==> config.mk <==
export PLATFORM = sky130hd
export DESIGN_NAME = ufwf_ctrl
export DESIGN_NICKNAME = d
export VERILOG_FILES = /design/src/hw/rtl/ufwf_pkg.sv /design/src/hw/rtl/ufwf_ctrl.sv
export SDC_FILE = /design/constraint.sdc
export NUM_CORES = 1
export LEC_CHECK = 0
export BUFFER_PORTS_ARGS = -buffer_cell sky130_fd_sc_hd__buf_2
export CAP_MARGIN = 20
export CORE_MARGIN = 2
export CORE_UTILIZATION = 40
export CTS_BUF_LIST = sky130_fd_sc_hd__clkbuf_4 sky130_fd_sc_hd__clkbuf_8 sky130_fd_sc_hd__clkbuf_16
export DETAILED_ROUTE_END_ITERATION = 10
export GPL_TIMING_DRIVEN = 1
export PLACE_DENSITY_LB_ADDON = 0.1
export SETUP_SLACK_MARGIN = 0.4
export SYNTH_ARGS = -nofsm -noshare
export SYNTH_HDL_FRONTEND = slang
export SYNTH_SLANG_ARGS = --single-unit
==> constraint.sdc <==
create_clock -name clock -period 3.7 [get_ports clock]
set_input_delay 0.185 -clock clock [delete_from_list [all_inputs] [get_ports clock]]
set_output_delay 0.185 -clock clock [all_outputs]
set_load 0.02 [all_outputs]
==> src/hw/rtl/ufwf_pkg.sv <==
// Shared types and constants for the union-find wall filter.
// Used by every module of the block; depends on nothing.
package ufwf_pkg;

   localparam int CELL_W     = 12;
   localparam int RANK_W     = 4;
   localparam int DIM_W      = 7;
   localparam int CSR_IDX_W  = 1;
   localparam int CSR_DATA_W = 7;
   localparam int CELL_LIMIT = 1 << CELL_W;

   localparam int MAX_ROW_COUNT_DEF = 64;
   localparam int MAX_COL_COUNT_DEF = 64;

   localparam logic [RANK_W-1:0] RANK_MAX = '1;

   localparam logic [CSR_IDX_W-1:0] CSR_GRID_ROWS = 1'd0;
   localparam logic [CSR_IDX_W-1:0] CSR_GRID_COLS = 1'd1;

   localparam logic ACT_START = 1'b0;
   localparam logic ACT_WALL  = 1'b1;

   typedef enum logic [1:0] {
      STATUS_DONE    = 2'd0,
      STATUS_CLEARED = 2'd1,
      STATUS_RANGE   = 2'd2
   } status_type;

   typedef struct packed {
      logic              action;
      logic [CELL_W-1:0] cell_a;
      logic [CELL_W-1:0] cell_b;
   } req_type;

   typedef struct packed {
      logic       wall_removed;
      status_type status;
   } rsp_type;

   // one table word: rank next to parent pointer
   typedef struct packed {
      logic [RANK_W-1:0] rank;
      logic [CELL_W-1:0] parent;
   } entry_type;

   typedef struct packed {
      logic              wr_en;
      logic [CELL_W-1:0] wr_addr;
      entry_type         wr_data;
      logic [CELL_W-1:0] rd_addr;
   } mem_req_type;

endpackage

==> src/hw/rtl/ufwf_ctrl.sv <==
// Sequencer for the wall filter: clearing pass, two root walks, linking,
// and the result register. Depends on ufwf_pkg; drives ufwf_table.
module ufwf_ctrl #(
   parameter int DEPTH = ufwf_pkg::CELL_LIMIT,
   parameter int CNT_W = 13
) (
   input  logic                  clock,
   input  logic                  reset,
   input  logic                  req_valid,
   output logic                  req_stall,
   input  ufwf_pkg::req_type     req_data,
   output logic                  rsp_valid,
   input  logic                  rsp_stall,
   output ufwf_pkg::rsp_type     rsp_data,
   input  logic [CNT_W-1:0]      cell_count,
   output ufwf_pkg::mem_req_type mem_req,
   input  ufwf_pkg::entry_type   rd_data
);

   localparam int ADDR_W = $clog2(DEPTH);

   typedef enum logic [7:0] {
      ST_CLEAR  = 8'b0000_0001,
      ST_IDLE   = 8'b0000_0010,
      ST_CHECK  = 8'b0000_0100,
      ST_FIND_A = 8'b0000_1000,
      ST_FIND_B = 8'b0001_0000,
      ST_BUMP   = 8'b0010_0000,
      ST_REPLY  = 8'b0100_0000,
      ST_SPARE  = 8'b1000_0000
   } state_type;

   state_type                       state_ff, state_in;
   ufwf_pkg::req_type               req_ff, req_in;
   logic [ufwf_pkg::CELL_W-1:0]     cur_ff, cur_in;
   logic [ufwf_pkg::CELL_W-1:0]     root_a_ff, root_a_in;
   logic [ufwf_pkg::RANK_W-1:0]     rank_a_ff, rank_a_in;
   ufwf_pkg::rsp_type               result_ff, result_in;
   logic [ADDR_W-1:0]               clr_cnt_ff, clr_cnt_in;
   logic                            clr_reply_ff, clr_reply_in;
   logic                            rsp_valid_ff, rsp_valid_in;
   ufwf_pkg::rsp_type               rsp_data_ff, rsp_data_in;
   logic                            out_free;
   logic                            out_of_range;

   assign out_free     = !rsp_valid_ff || !rsp_stall;
   assign out_of_range = (32'(req_ff.cell_a) >= 32'(cell_count)) ||
                         (32'(req_ff.cell_b) >= 32'(cell_count));

   always_comb begin
      state_in     = state_ff;
      req_in       = req_ff;
      cur_in       = cur_ff;
      root_a_in    = root_a_ff;
      rank_a_in    = rank_a_ff;
      result_in    = result_ff;
      clr_cnt_in   = clr_cnt_ff;
      clr_reply_in = clr_reply_ff;
      rsp_valid_in = rsp_valid_ff && rsp_stall;
      rsp_data_in  = rsp_data_ff;

      mem_req         = '0;
      mem_req.wr_addr = cur_ff;
      mem_req.rd_addr = cur_ff;

      unique case (state_ff)
         ST_CLEAR: begin
            mem_req.wr_en          = 1'b1;
            mem_req.wr_addr        = ufwf_pkg::CELL_W'(clr_cnt_ff);
            mem_req.wr_data.parent = ufwf_pkg::CELL_W'(clr_cnt_ff);
            mem_req.wr_data.rank   = '0;
            clr_cnt_in             = clr_cnt_ff + 1'b1;
            if (clr_cnt_ff == ADDR_W'(DEPTH - 1)) begin
               result_in.wall_removed = 1'b0;
               result_in.status       = ufwf_pkg::STATUS_CLEARED;
               state_in               = clr_reply_ff ? ST_REPLY : ST_IDLE;
            end
         end
         ST_IDLE: begin
            if (req_valid) begin
               req_in = req_data;
               if (req_data.action == ufwf_pkg::ACT_START) begin
                  clr_cnt_in   = '0;
                  clr_reply_in = 1'b1;
                  state_in     = ST_CLEAR;
               end else begin
                  state_in = ST_CHECK;
               end
            end
         end
         ST_CHECK: begin
            if (out_of_range) begin
               result_in.wall_removed = 1'b0;
               result_in.status       = ufwf_pkg::STATUS_RANGE;
               state_in               = ST_REPLY;
            end else begin
               mem_req.rd_addr = req_ff.cell_a;
               cur_in          = req_ff.cell_a;
               state_in        = ST_FIND_A;
            end
         end
         ST_FIND_A: begin
            // rd_data holds the word of cur_ff; follow the pointer one hop a cycle
            if (rd_data.parent == cur_ff) begin
               root_a_in       = cur_ff;
               rank_a_in       = rd_data.rank;
               mem_req.rd_addr = req_ff.cell_b;
               cur_in          = req_ff.cell_b;
               state_in        = ST_FIND_B;
            end else begin
               mem_req.rd_addr = rd_data.parent;
               cur_in          = rd_data.parent;
            end
         end
         ST_FIND_B: begin
            if (rd_data.parent == cur_ff) begin
               if (cur_ff == root_a_ff) begin
                  result_in.wall_removed = 1'b0;
                  result_in.status       = ufwf_pkg::STATUS_DONE;
                  state_in               = ST_REPLY;
               end else begin
                  result_in.wall_removed = 1'b1;
                  result_in.status       = ufwf_pkg::STATUS_DONE;
                  mem_req.wr_en          = 1'b1;
                  if (rank_a_ff < rd_data.rank) begin
                     mem_req.wr_addr        = root_a_ff;
                     mem_req.wr_data.parent = cur_ff;
                     mem_req.wr_data.rank   = rank_a_ff;
                     state_in               = ST_REPLY;
                  end else begin
                     mem_req.wr_addr        = cur_ff;
                     mem_req.wr_data.parent = root_a_ff;
                     mem_req.wr_data.rank   = rd_data.rank;
                     // equal ranks: root a grows by one
                     state_in = (rank_a_ff == rd_data.rank) ? ST_BUMP : ST_REPLY;
                  end
               end
            end else begin
               mem_req.rd_addr = rd_data.parent;
               cur_in          = rd_data.parent;
            end
         end
         ST_BUMP: begin
            mem_req.wr_en          = 1'b1;
            mem_req.wr_addr        = root_a_ff;
            mem_req.wr_data.parent = root_a_ff;
            mem_req.wr_data.rank   = (rank_a_ff == ufwf_pkg::RANK_MAX) ?
                                     rank_a_ff : rank_a_ff + 1'b1;
            state_in               = ST_REPLY;
         end
         ST_REPLY: begin
            if (out_free) begin
               rsp_valid_in = 1'b1;
               rsp_data_in  = result_ff;
               state_in     = ST_IDLE;
            end
         end
         default: begin
            state_in = ST_IDLE;
         end
      endcase
   end

   always_ff @(posedge clock) begin
      if (reset) begin
         state_ff     <= ST_CLEAR;
         clr_cnt_ff   <= '0;
         clr_reply_ff <= 1'b0;
         rsp_valid_ff <= 1'b0;
      end else begin
         state_ff     <= state_in;
         clr_cnt_ff   <= clr_cnt_in;
         clr_reply_ff <= clr_reply_in;
         rsp_valid_ff <= rsp_valid_in;
      end
      req_ff      <= req_in;
      cur_ff      <= cur_in;
      root_a_ff   <= root_a_in;
      rank_a_ff   <= rank_a_in;
      result_ff   <= result_in;
      rsp_data_ff <= rsp_data_in;
   end

   assign req_stall = (state_ff != ST_IDLE);
   assign rsp_valid = rsp_valid_ff;
   assign rsp_data  = rsp_data_ff;

endmodule

==> flow_summary.yaml <==
sta:
  fin_crit_ps: 3175
  timing.final.crit_share_pct: 85.82
  slew_violations: 0
  max_freq_mhz: 314.9
  finalHoldViolations: 0
  setup_viol_count_final: 0
  rsz0062_at_grt: "no"
  skew_ps: 8.658
  tightestPinTransition_ps: 971.2
  tns_ps: 0
  slew_headroom_pct: 35.26
placed_design:
  numPortBuffers: 103
  hpwl_mm: 10.16
  gp_congestion: 0.8392
setup_path:
  start_kind: "flip-flop"
  worst_path_max_delay_cell: "or4b_4"
  critPathKind: "reg2out"
  crit_arrival_ps: 2990
  r2r_end: "result_ff[0]"
  worstPathMaxFanout: 12
  cp-end-kind: "output pin"
  crit_end: "mem_req[37]"
  cp_cell_sequence: "or4b_4, nor4_2, nand4bb_1, a2111oi_4, buf_6, nor2_2, a221o_1, buf_2"
  r2r_setup_slack_ps: 990
  rr_startpoint: "state_ff[2]"
  reg2regPathDepth: 4
  startpoint: "state_ff[2]"
  path_depth: 8
  path_buf_inv: 2
  cp.required_ps: 3510
  critical-path-top-delay-family: "simple AND/OR/NAND/NOR gates"
  slowest_delay_ps: 550
logic_synthesis:
  async_flop_share_pct: 0
  ys_top_cells_by_area: "edfxtp_1, dfxtp_1, ha_1, a221o_1, xor2_1"
  synth_edf_count: 46
  synth_flop_cell: "edfxtp_1"
  synth_fp_nets: 545
  yosys_warnings: 0
  ys_seq_area_share_pct: 43.24
  syn_inst: 457
  synth_top_area_share_pct: 29.25
  yosysUniqueCellTypes: 58
  synth_seq_cells: 79
  yosysTopAreaCell: "edfxtp_1"
  avgSynthCellArea_sq_um: 10.33
  netlist_area_sq_um: 4722
finish:
  insertedDiodeCount: 0
  drive_gt1_share_pct: 27.13
  area_growth_pct: 21.89
  final-seq-area_sq_um: 2042
  multi_input_comb_area_sq_um: 2497
  mostFrequentLayoutCells: "buf_2, edfxtp_1, a221o_1, dfxtp_1, ha_1"
  final_common_cell: "buf_2"
  nNetsFinal: 647
  n_fill_cell: 1093
cts:
  cts_tree: "yes"
  cts_buffer_depth: 2
  cts_root_buffer: "clkbuf_16"
  htree_num_levels: 3
  clkTransAtPathRegs_ps: 60
  worstSkewPairLatency_ps: 340
  ctsHoldBuffers: 0
  cts_buffers: 9
  clkSinkCount: 79
grt:
  grt_pass1_wl_mm: 20.64
  antenna_found_initial: 0
  grt_usage_pct: 20.81
  grt_max_degree: 26
  grt_pass1_vias: 3980
  overflow: 0
hold_path:
  hp-class: "in2reg"
  holdPathStages: 1
die:
  io_pins: 104
  die_y_um: 112.7
  start_util_pct: 41.18
  die_area_sq_um: 12690
  fp.dieW_um: 112.7
  placementRows: 39
  core_sq_um: 11470
detailed_routing:
  drtPass1Iterations: 5
  drc: 0
  viasPerCell: 5.716
  first_iter_violations: 246
  vias: 4041
  wirelength_mm: 13.11
  ant_nets: 0
  routedWlPerCell_um: 18.55
pwr:
  p_leak_uw: 0.002547
  power_uw: 2243
  p_per_area_nw_per_um2: 389.7
  vdd_ir_drop_max_mv: 0.1920
run:
  cap_violations: 0
outcome:
  status: "complete, no violations"
-- synth_stat cells, drive strengths merged (5+ instances only) --
cell and count:
nand2 12, xnor2 11, a21oi 17, and2 14, o21ai 17, nand2b 8
or3 8, ha 30, a211oi 9, a221o 37, xor2 19, a21o 11
nor2 24, buf 5, and3 14, nand3 9, inv 25, nand4 7
nor3 11, clkbuf 23, edfxtp 46, mux2i 5, nor4 6, a22o 9
dfxtp 33
-- worst min path at each step --
stage / endpoint / start
after global routing: req_ff[8] / req_data[8]
after CTS: req_ff[13] / req_data[13]
after global placement: req_ff[22] / req_data[22]
after floorplan: state_ff[6] / reset
final: req_ff[17] / req_data[17]
after detailed placement: req_ff[13] / req_data[13]
-- per-stage QoR --
step | util, % | area [sq um] | hold WS (ps) | setup slack (ps) | cells
global route | 50.19 | 5756 | 12.65 | 438.7 | 707
finish | 50.19 | 5756 | 21.41 | 524.6 | 707
CTS | 49.97 | 5731 | 11.72 | 433.5 | 706
detailed placement | 47.25 | 5418 | 363.1 | 762.8 | 690
global placement | 47.25 | 5418 | 361.0 | 773.2 | 690
floorplan | - | 4722 | 253.9 | 504.4 | 457
-- logic make-up (layout without fill, tap and decap cells) --
| group | Yosys count | after routing | share of synthesized area [%] |
|---|---|---|---|
| simple gates | 139 | 139 | 17.12 |
| compound gates | 120 | 120 | 20.24 |
| flops | 79 | 79 | 43.24 |
| buf+inv | 53 | 160 | 4.584 |
| fa+ha+maj | 30 | 30 | 7.949 |
| xor+xnor | 30 | 30 | 5.564 |
| mux | 6 | 6 | 1.298 |
-- cell type report --
class                           count  share of cell area, %
Multi-Input combinational cell    325                  43.39
Sequential cell                    79                  35.48
Timing Repair Buffer              119                  11.11
Clock buffer                       13                  4.543
Tap cell                          143                  3.109
Inverter                           25                  1.630
Clock inverter                      3                 0.7391
-- routing by layer --
layer / vias to the layer above / global-route usage (%) / share of wire, %
li1: 1954 / - / -
met1: 1946 / 27.36 / 45
met2: 120 / 34.37 / 47
met3: 21 / 3.780 / 5.7
met4: 0 / 7.561 / 2.4
met5: - / 0 / 0
-- timing repair --
action,in CTS,in global routing
pin swaps,1,2
buffers inserted,0,1
resized for setup,2,5
endpoints found under the setup margin,3,35
-- flip-flops by register name (all words and copies together) (netlist names) --
signal	count
result_ff	3
clr_cnt_ff	12
rsp_data	3
root_a_ff	12
req_ff	24
state_ff	7
cur_ff	12
rsp_valid	1
rank_a_ff	4
clr_reply_ff	1
-- power by group --
group	internal, uW	total, uW	switching (uW)
combinational	146	351	205
sequential	950	981	30.8
clock	563	911	348
total	1660	2240	584
No activity file was read; power rests on OpenSTA's default activity.
